<file path="src/design/rsc_pkg.sv">
// Shared types, codes and sizes for the RPN stack calculator.
package rsc_pkg;

  localparam int unsigned StackDepthDefault = 128;
  localparam int unsigned QueueDepth        = 2;
  localparam int unsigned DataW             = 32;
  localparam int unsigned LitW              = 31;
  localparam int unsigned CmdW              = 3;
  localparam int unsigned DepthOutW         = 8;

  // Token codes as they arrive on the input channel
  localparam logic [CmdW-1:0] CMD_PUSH = 3'd0;
  localparam logic [CmdW-1:0] CMD_ADD  = 3'd1;
  localparam logic [CmdW-1:0] CMD_SUB  = 3'd2;
  localparam logic [CmdW-1:0] CMD_MULT = 3'd3;
  localparam logic [CmdW-1:0] CMD_DIV  = 3'd4;

  typedef enum logic [2:0] {
    OP_PUSH,
    OP_ADD,
    OP_SUB,
    OP_MULT,
    OP_DIV,
    OP_BAD
  } op_e;

  typedef enum logic [1:0] {
    ST_DONE,
    ST_IGNORED,
    ST_OVERFLOW,
    ST_DIVZERO
  } status_e;

  typedef enum logic [1:0] {
    BK_IDLE,
    BK_OPER,
    BK_DIV
  } back_state_e;

  typedef struct packed {
    op_e             op;
    logic [LitW-1:0] literal;
  } token_t;

  typedef struct packed {
    logic full;
    logic empty;
  } queue_stat_t;

  typedef struct packed {
    logic             done;
    logic [DataW-1:0] quotient;
  } div_rsp_t;

endpackage

</file>
<file path="src/design/rsc_queue.sv">
// Short token queue between the decode side and the execute side.
module rsc_queue (
  input  logic                  clk_i,
  input  logic                  rst_ni,
  input  logic                  push_i,
  input  rsc_pkg::token_t       token_i,
  input  logic                  pop_i,
  output rsc_pkg::token_t       token_o,
  output rsc_pkg::queue_stat_t  stat_o
);

  localparam int unsigned Depth = rsc_pkg::QueueDepth;
  localparam int unsigned PtrW  = (Depth > 1) ? $clog2(Depth) : 1;
  localparam int unsigned CntW  = $clog2(Depth + 1);

  rsc_pkg::token_t  entries_q [Depth];
  logic [PtrW-1:0]  wptr_q, wptr_d, rptr_q, rptr_d;
  logic [CntW-1:0]  cnt_q, cnt_d;

  function automatic logic [PtrW-1:0] next_ptr(input logic [PtrW-1:0] p);
    return (p == PtrW'(Depth - 1)) ? '0 : p + PtrW'(1);
  endfunction

  always_comb begin
    wptr_d = push_i ? next_ptr(wptr_q) : wptr_q;
    rptr_d = pop_i  ? next_ptr(rptr_q) : rptr_q;
    cnt_d  = cnt_q;
    if (push_i && !pop_i) begin
      cnt_d = cnt_q + CntW'(1);
    end else if (pop_i && !push_i) begin
      cnt_d = cnt_q - CntW'(1);
    end
  end

  always_ff @(posedge clk_i or negedge rst_ni) begin
    if (!rst_ni) begin
      wptr_q <= '0;
      rptr_q <= '0;
      cnt_q  <= '0;
    end else begin
      wptr_q <= wptr_d;
      rptr_q <= rptr_d;
      cnt_q  <= cnt_d;
    end
  end

  always_ff @(posedge clk_i) begin
    if (push_i) begin
      entries_q[wptr_q] <= token_i;
    end
  end

  assign token_o      = entries_q[rptr_q];
  assign stat_o.full  = (cnt_q == CntW'(Depth));
  assign stat_o.empty = (cnt_q == '0);

endmodule

</file>
<file path="config.mk">
export PLATFORM = sky130hd
export DESIGN_NAME = rsc_queue
export DESIGN_NICKNAME = d
export VERILOG_FILES = /design/src/design/rsc_pkg.sv /design/src/design/rsc_queue.sv
export SDC_FILE = /design/constraint.sdc
export NUM_CORES = 1
export LEC_CHECK = 0
export BUFFER_PORTS_ARGS = -buffer_cell sky130_fd_sc_hd__buf_2
export CORE_MARGIN = 8
export CORE_UTILIZATION = 52
export DETAILED_ROUTE_END_ITERATION = 7
export GPL_ROUTABILITY_DRIVEN = 0
export PLACE_DENSITY = 0.79
export SLEW_MARGIN = 0
export SYNTH_ARGS = -nofsm -noshare
export SYNTH_HDL_FRONTEND = slang
export SYNTH_SLANG_ARGS = --single-unit
</file>
<file path="constraint.sdc">
create_clock -name clk_i -period 3.1 [get_ports clk_i]
set_input_delay 0.62 -clock clk_i [delete_from_list [all_inputs] [get_ports clk_i]]
set_output_delay 0.62 -clock clk_i [all_outputs]
set_load 0.01 [all_outputs]
</file>
==> results of run 1 <==
per-stage QoR:
stage | setup WS (ps) | total power, mW | hold WS, ps | area [um2] | cells
6_report | 534 | 2.99 | 85.4 | 3370 | 278
5_1_grt | 422 | 3.14 | 71.6 | 3370 | 278
4_1_cts | 482 | 3.04 | 70.3 | 3370 | 278
3_5_place_dp | 852 | 2.37 | 433 | 3190 | 262
3_3_place_gp | 882 | 2.34 | 425 | 3190 | 262
2_1_floorplan | 518 | 2.12 | 324 | 2790 | 122
how the worst max path moves through the flow:
stage	from	endpoint	slack, ps
after global placement	rptr_q$_DFFE_PN0P_	token_o[24]	880
after floorplan	push_i	entries_q[0][0]$_DFFE_PP_	520
after CTS	rptr_q$_DFFE_PN0P_	token_o[23]	480
after detailed placement	rptr_q$_DFFE_PN0P_	token_o[23]	850
after global routing	rptr_q$_DFFE_PN0P_	token_o[18]	420
final	rptr_q$_DFFE_PN0P_	token_o[18]	530
state kept, by name (all words and copies together) (netlist names):
name / flops
cnt_q: 2
wptr_q: 1
rptr_q: 1
entries_q: 68
routing by layer:
metal  track usage  part of all wire  vias up  wire (um)
met5             0                 0        -          0
met4        0.0680             0.012        0         56
met3        0.0414             0.083        6        388
met2         0.207              0.48       55       2250
met1         0.142              0.43      671       1990
li1              -                 -      632          -
Yosys cell counts:
cell      number
mux2_2         5
ha_1           1
xnor2_1        1
edfxtp_1      68
buf_12         3
and2_1         1
nor2b_1        2
nor2_1         2
xor2_1         4
mux2_4        29
inv_1          1
dfrtp_1        4
buf_6          1
power by group:
part | internal [mW] | leakage (nW) | total [mW] | switching [mW]
clock network | 0.364 | 0.0922 | 0.667 | 0.303
registers | 1.30 | 0.684 | 1.48 | 0.180
logic | 0.492 | 0.601 | 0.847 | 0.356
total | 2.15 | 1.38 | 2.99 | 0.839
final cells by class:
class	instances	area [um2]
sequential	72	2140
fill	385	1770
multi-input combinational	45	582
timing repair buffer	74	373
clock buffer	11	131
tap	70	87.6
clock inverter	5	47.5
inverter	1	3.75
cell families after synthesis:
group,count (synthesis)
DFF,72
buffers and inverters,5
xor gates and xnor gates,5
muxes,34
adders and majority gates,1
and+or+nand+nor,5
worst max-delay path: cells and delay by family, from the launching register on:
family	cells	cell delay [ps]
flops	1	1050
buf+inv	1	140
mux	1	420
==> results.sh, run 1 <==
export IMPL_skew_ps=7.03
export IMPL_reg2reg_to="entries_q[0][21]$_DFFE_PP_"
export IMPL_critPathSlowestCell="dfrtp_2"
export IMPL_grt_util_all_layers=0.126
export IMPL_die_w_um=89.3
export IMPL_power_density_nw_per_um2=888
export IMPL_cts_hold_buf=0
export IMPL_synth_top_area_share=0.732
export IMPL_syn_to_final_growth_pct=20.7
export IMPL_rr_worst_depth=1
export IMPL_synth_area_mux_share=0.176
export IMPL_synth_adder_area_share=0.00448
export IMPL_cts_resized=0
export IMPL_ir_drop_uv=607
export IMPL_synth_distinct_cells=13
export IMPL_die_y_um=89.3
export IMPL_leakagePower_nw=1.38
export IMPL_drt_total_wl_um=4680
export IMPL_postSynthCellCount=122
export IMPL_drc=0
export IMPL_r2r_slack_ps=1500
export IMPL_initial_utilization=0.543
export IMPL_synth_simple_area_share=0.00941
export IMPL_overflow=0
export IMPL_synthXorXnorAreaFrac=0.0157
export IMPL_worstPathArrival_ps=1950
export IMPL_dp_hpwl_um=3220
export IMPL_grt_pass1_vias=1505
export IMPL_rr_startpoint="wptr_q$_DFFE_PN0P_"
export IMPL_dieArea_um2=7970
export IMPL_worstHoldPathType="input pin to asynchronous set/reset pin"
export IMPL_period_minus_slack_ps=2570
export IMPL_netlist_area_um2=2790
export IMPL_root_buffer="clkbuf_8"
export IMPL_detail_route_antenna_nets=0
export IMPL_path_max_fanout=35
export IMPL_drv_slew=0
export IMPL_cts_sinks=72
export IMPL_critPathMaxStageDelay_ps=1050
export IMPL_fin_crit_sh=0.828
export IMPL_synth_top_family_by_area="multiplexers"
export IMPL_cts_max_level=3
export IMPL_row_count=26
export IMPL_hold_viol=0
export IMPL_routedWlPerCell_um=16.8
export IMPL_firstDrtPassIters=4
export IMPL_synth_seq_cells=72
export IMPL_grt_antenna_before_repair=0
export IMPL_drt_iter0_markers=60
export IMPL_post_cts_buffers=0
export IMPL_synth_compound_area_frac=0
export IMPL_drive_above_1_share=0.587
export IMPL_num_vias=1364
export IMPL_ios=74
export IMPL_numCtsBuffers=9
export IMPL_place_port_buffers=73
export IMPL_postLayoutCoreUtil=0.655
export IMPL_clk_path_buf_depth=2
export IMPL_setup_viol=0
export IMPL_max_cap_viol_count=0
export IMPL_syn_num_nets=161
export IMPL_clkSlewWorstSetupHoldPaths_ps=70
export IMPL_tns_ps=0
export IMPL_required_ps=2480
export IMPL_start_kind="flip-flop"
export IMPL_cts_tree="built"
export IMPL_ys_seq_area_frac=0.767
export IMPL_yosysWarningCount=0
export IMPL_grt_max_degree=36
export IMPL_path_cells="mux2_2, buf_2"
export IMPL_antennaDiodeCount=0
export IMPL_path_class="flip-flop to output pin"
export IMPL_layout_common_cells="buf_2, edfxtp_1, mux2_4"
export IMPL_slew_limit_headroom=0.313
export IMPL_synth_area_per_cell_um2=22.9
export IMPL_design_core_area_um2=5140
export IMPL_clock_latency_ps=330
export IMPL_grt_pass1_wl_um=7250
export IMPL_worstMarginPinSlew_ps=1030
export IMPL_rsz0062_at_grt="no"
export IMPL_layout_commonest_cell="buf_2"
export IMPL_viasPerCell=4.91
export IMPL_fin_nets=242
export IMPL_synth_area_leaders="edfxtp_1, mux2_4, dfrtp_1"
export IMPL_yosys_area_top_type="edfxtp_1"
export IMPL_crit_path_end_kind="output pin"
export IMPL_status="completed"
export IMPL_fmax_ghz=0.390
Power figures use the tool's default switching activity.
==> run 2: changes to the inputs <==
==> constraint.sdc (replaced) <==
create_clock -name clk_i -period 2.45 [get_ports clk_i]
set_input_delay 0.49 -clock clk_i [delete_from_list [all_inputs] [get_ports clk_i]]
set_output_delay 0.49 -clock clk_i [all_outputs]
set_load 0.01 [all_outputs]
==> results.sh, run 2 (synthesized netlist as in run 1, its figures left out) <==
export IMPL_required_ps=1960
export IMPL_root_buffer="clkbuf_8"
export IMPL_numCtsBuffers=9
export IMPL_start_kind="flip-flop"
export IMPL_drt_total_wl_um=4870
export IMPL_drc=0
export IMPL_met2WireLength_um=2560
export IMPL_num_vias=1350
export IMPL_timing_hold_ws_ps=338
export IMPL_p_comb_frac=0.312
export IMPL_worstPathArrival_ps=1650
export IMPL_cts_max_level=3
export IMPL_fin_nets=246
export IMPL_routedWlPerCell_um=17.3
export IMPL_design_core_area_um2=5140
export IMPL_worstMarginPinSlew_ps=418
export IMPL_m1WireLength_um=1870
export IMPL_fmax_ghz=0.468
export IMPL_reg_top3="entries_q (68), cnt_q (2)"
export IMPL_clkSlewWorstSetupHoldPaths_ps=70
export IMPL_drt_iter0_markers=59
export IMPL_ios=74
export IMPL_path_max_fanout=11
export IMPL_antennaDiodeCount=0
export IMPL_postLayoutCoreUtil=0.669
export IMPL_dp_hpwl_um=3530
export IMPL_path_cells="buf_4, mux2_2, buf_2"
export IMPL_skew_ps=7.33
export IMPL_crit_path_end_kind="output pin"
export IMPL_critPathMaxStageDelay_ps=530
export IMPL_power_switching_mw=1.09
export IMPL_max_flop_register="entries_q"
export IMPL_cts_tree="built"
export IMPL_clock_latency_ps=340
export IMPL_grt_max_degree=31
export IMPL_firstDrtPassIters=4
export IMPL_rsz0062_at_grt="no"
export IMPL_grt_util_all_layers=0.134
export IMPL_setup_viol=0
export IMPL_seq_power_share=0.446
export IMPL_ir_drop_uv=827
export IMPL_syn_to_final_growth_pct=23.1
export IMPL_worstHoldPathType="input pin to flip-flop"
export IMPL_leakagePower_nw=1.41
export IMPL_critPathTopFamily="flip-flops"
export IMPL_grt_pass1_wl_um=7480
export IMPL_maxUsedRoutingLayer="met4"
export IMPL_pre_cts_slack_ps=665
export IMPL_row_count=26
export IMPL_viasPerCell=4.79
export IMPL_period_minus_slack_ps=2140
export IMPL_clock_power_share=0.242
export IMPL_path_class="flip-flop to output pin"
export IMPL_power_density_nw_per_um2=1150
export IMPL_status="completed"
export IMPL_die_y_um=89.3
export IMPL_met3RoutedLength_um=393
export IMPL_largest_reg_flops=68
export IMPL_dieArea_um2=7970
export IMPL_overflow=0
export IMPL_p_int_mw=2.86
export IMPL_cts_resized=0
export IMPL_sw_frac_of_total=0.275
export IMPL_fin_crit_sh=0.871
export IMPL_layout_commonest_cell="buf_2"
export IMPL_drv_slew=0
export IMPL_slew_limit_headroom=0.721
export IMPL_hold_viol=0
export IMPL_critPathBufInv=2
export IMPL_dpl_cell_count=265
export IMPL_place_port_buffers=73
export IMPL_initial_utilization=0.543
export IMPL_grt_pass1_vias=1489
export IMPL_fin_cells=282
export IMPL_critPathSlowestCell="dfrtp_2"
export IMPL_tns_ps=0
export IMPL_drive_above_1_share=0.585
export IMPL_die_w_um=89.3
export IMPL_layout_common_cells="buf_2, edfxtp_1, mux2_4"
export IMPL_max_cap_viol_count=0
export IMPL_clk_path_buf_depth=2
export IMPL_grt_antenna_before_repair=0
export IMPL_worst_slack_ps=315
export IMPL_detail_route_antenna_nets=0
export IMPL_cts_sinks=72
==> run 2: changes by cell type in the layout (fill, tap and decap cells not counted), sizes merged <==
| cell | before | now |
|---|---|---|
| buf | 74 | 77 |
| clkinv | 4 | 3 |
| bufinv | 1 | 2 |
| dlygate4sd3 | 0 | 1 |
==> run 2: metal layers <==
metal / GRT usage / vias up
met2: 0.232 / 50
li1: - / 640
met5: 0 / -
met4: 0.0544 / 0
met1: 0.134 / 656
met3: 0.0671 / 4
==> run 2: final cells by class <==
class	count	area, um2
Sequential cell	72	2140
Inverter	1	3.75
Clock inverter	5	71.3
Tap cell	70	87.6
Multi-Input combinational cell	45	582
Fill cell	367	1700
Timing Repair Buffer	78	418
Clock buffer	11	131
==> run 2: worst register-to-register path, cell delays in order (launching register included) <==
cell and delay [ps]:
dfrtp_1 420, and2_1 270, buf_4 420
==> run 2: path summary, 6_finish.rpt <==
path,from,to,slack (ps),cells past startpoint
min in group asynchronous,rst_ni,cnt_q[0]$_DFFE_PN0P_,480,2
max in group asynchronous,rst_ni,rptr_q$_DFFE_PN0P_,1820,2
worst min register to register,cnt_q[1]$_DFFE_PN0P_,cnt_q[1]$_DFFE_PN0P_,500,1
worst min-delay path,token_i[5],entries_q[0][5]$_DFFE_PP_,340,1
worst max register to register,wptr_q$_DFFE_PN0P_,entries_q[1][17]$_DFFE_PP_,990,2
worst max-delay path,rptr_q$_DFFE_PN0P_,token_o[24],310,3
==> run 2: metrics by stage <==
step / power (mW) / cell area (um2)
after floorplan: 2.68 / 2790
after global placement: 2.99 / 3220
after detailed placement: 3.04 / 3220
after CTS: 4.00 / 3440
after global routing: 4.14 / 3440
final: 3.94 / 3440
==> run 2: repair_timing <==
item	in CTS	in global routing
hold buffers	1	0
hold endpoints to repair	4	0
setup buffers	0	0
==> run 2: power groups by stage <==
| stage | registers (mW) | clock network (mW) | logic [mW] |
|---|---|---|---|
| floorplan | 1.73 | 0 | 0.954 |
| global placement | 1.77 | 0 | 1.23 |
| detailed placement | 1.79 | 0 | 1.25 |
| CTS | 1.76 | 0.975 | 1.26 |
| global route | 1.78 | 1.04 | 1.32 |
| finish | 1.76 | 0.953 | 1.23 |
==> run 3: changes to the inputs <==
--- a/config.mk
+++ b/config.mk
@@ -11,6 +11,7 @@
 export DETAILED_ROUTE_END_ITERATION = 7
 export GPL_ROUTABILITY_DRIVEN = 0
 export PLACE_DENSITY = 0.79
+export REMOVE_ABC_BUFFERS = 1
 export SLEW_MARGIN = 0
 export SYNTH_ARGS = -nofsm -noshare
 export SYNTH_HDL_FRONTEND = slang
==> results.sh, run 3 (synthesized netlist as in run 1, its figures left out) <==
export IMPL_top_usage_layer="met2"
export IMPL_fillers=398
export IMPL_dp_hpwl_um=3450
export IMPL_viasPerCell=4.75
export IMPL_status="completed"
export IMPL_drt_total_wl_um=4780
export IMPL_worstHoldPathType="input pin to flip-flop"
export IMPL_layout_common_cells="buf_2, edfxtp_1, mux2_4"
export IMPL_cts_resized=0
export IMPL_multi_input_area_um2=583
export IMPL_detail_route_antenna_nets=0
export IMPL_use_met3=0.0524
export IMPL_ios=74
export IMPL_grt_pass1_wl_um=7230
export IMPL_path_class="flip-flop to output pin"
export IMPL_drive_above_1_share=0.588
export IMPL_grt_util_all_layers=0.126
export IMPL_leakagePower_nw=1.39
export IMPL_fin_nets=245
export IMPL_worstMarginPinSlew_ps=510
export IMPL_period_minus_slack_ps=2090
export IMPL_reg_top3="entries_q (68), cnt_q (2)"
export IMPL_fmax_ghz=0.478
export IMPL_rsz0062_at_grt="no"
export IMPL_skew_ps=7.22
export IMPL_root_buffer="clkbuf_8"
export IMPL_clk_path_buf_depth=2
export IMPL_antennaDiodeCount=0
export IMPL_stdcell_area_um2=3390
export IMPL_worstPathArrival_ps=1600
export IMPL_syn_to_final_growth_pct=21.6
export IMPL_max_cap_viol_count=0
export IMPL_pre_cts_slack_ps=706
export IMPL_fin_cells=281
export IMPL_firstDrtPassIters=4
export IMPL_cts_tree="built"
export IMPL_place_port_buffers=73
export IMPL_routedWlPerCell_um=17.0
export IMPL_start_kind="flip-flop"
export IMPL_cts_max_level=3
export IMPL_grt_antenna_before_repair=0
export IMPL_layout_commonest_cell="buf_2"
export IMPL_design_core_area_um2=5140
export IMPL_cts_sinks=72
export IMPL_die_y_um=89.3
export IMPL_numCtsBuffers=9
export IMPL_clock_latency_ps=340
export IMPL_path_max_fanout=26
export IMPL_ir_drop_uv=753
export IMPL_fin_crit_sh=0.855
export IMPL_drv_slew=0
export IMPL_grtUsageMet1=0.133
export IMPL_grt_pass1_vias=1498
export IMPL_hold_viol=0
export IMPL_worst_slack_ps=356
export IMPL_largest_reg_flops=68
export IMPL_regArea_um2=2140
export IMPL_setup_viol=0
export IMPL_power_density_nw_per_um2=1100
export IMPL_num_vias=1336
export IMPL_row_count=26
export IMPL_slew_limit_headroom=0.659
export IMPL_clkSlewWorstSetupHoldPaths_ps=70
export IMPL_grt_max_degree=27
export IMPL_dpl_cell_count=264
export IMPL_drc=0
export IMPL_initial_utilization=0.543
export IMPL_crit_path_end_kind="output pin"
export IMPL_dieArea_um2=7970
export IMPL_max_flop_register="entries_q"
export IMPL_overflow=0
export IMPL_place_area_um2=3230
export IMPL_grtUsageMet2=0.212
export IMPL_required_ps=1960
export IMPL_drt_iter0_markers=50
export IMPL_die_w_um=89.3
run 3: cell count changes in the layout (fill, tap and decap cells not counted), sizes merged:
cell,change
buf,-1
clkinv,-1
bufinv,-2
clkbuf,+3
run 3: timing repair:
item                      4_1_cts  5_1_grt
hold buffers                    1        0
hold endpoints to repair        4        0
buffers inserted                0        0
run 3: cell type report:
type	instances	share of cell area
clock buffer	14	0.0420
clock inverter	2	0.00295
inverter	1	0.00111
multi-input combinational	45	0.172
sequential	72	0.632
tap	70	0.0258
timing repair buffer	77	0.125
run 3: report_power, final:
part	switching (mW)	internal, mW	leakage (nW)	total, mW
Combinational	0.567	0.654	0.624	1.22
Sequential	0.118	1.64	0.684	1.76
Clock	0.384	0.366	0.0784	0.750
Total	1.07	2.66	1.39	3.73
run 3: worst paths after layout:
| check | from | endpoint | slack [ps] | depth (start not counted) |
|---|---|---|---|---|
| worst min-delay path | token_i[15] | entries_q[0][15]$_DFFE_PP_ | 340 | 1 |
| max in group asynchronous | rst_ni | rptr_q$_DFFE_PN0P_ | 1830 | 2 |
| worst max register to register | wptr_q$_DFFE_PN0P_ | entries_q[1][25]$_DFFE_PP_ | 930 | 2 |
| worst min register to register | cnt_q[1]$_DFFE_PN0P_ | cnt_q[1]$_DFFE_PN0P_ | 490 | 1 |
| worst max-delay path | rptr_q$_DFFE_PN0P_ | token_o[1] | 360 | 3 |
| min in group asynchronous | rst_ni | rptr_q$_DFFE_PN0P_ | 490 | 2 |
run 3: layer usage:
metal  wire length, um  share of wire
met5                 0              0
met2              2290           0.48
met3               490           0.10
met1              1940           0.41
met4                53          0.011
run 3: metrics by stage:
step           hold WS [ps]  utilization  setup TNS, ps  power, mW
2_1_floorplan           194            -          -76.2       2.58
3_3_place_gp            299        0.629              0       3.00
3_5_place_dp            306        0.629              0       3.03
4_1_cts                 323        0.660              0       3.78
5_1_grt                 321        0.660              0       3.92
6_report                342        0.660              0       3.73
run 3: worst max-delay path, cell delays in order (launching register included):
cell and delay [ps]:
dfrtp_2 530, buf_12 270, mux2_4 320, buf_2 140
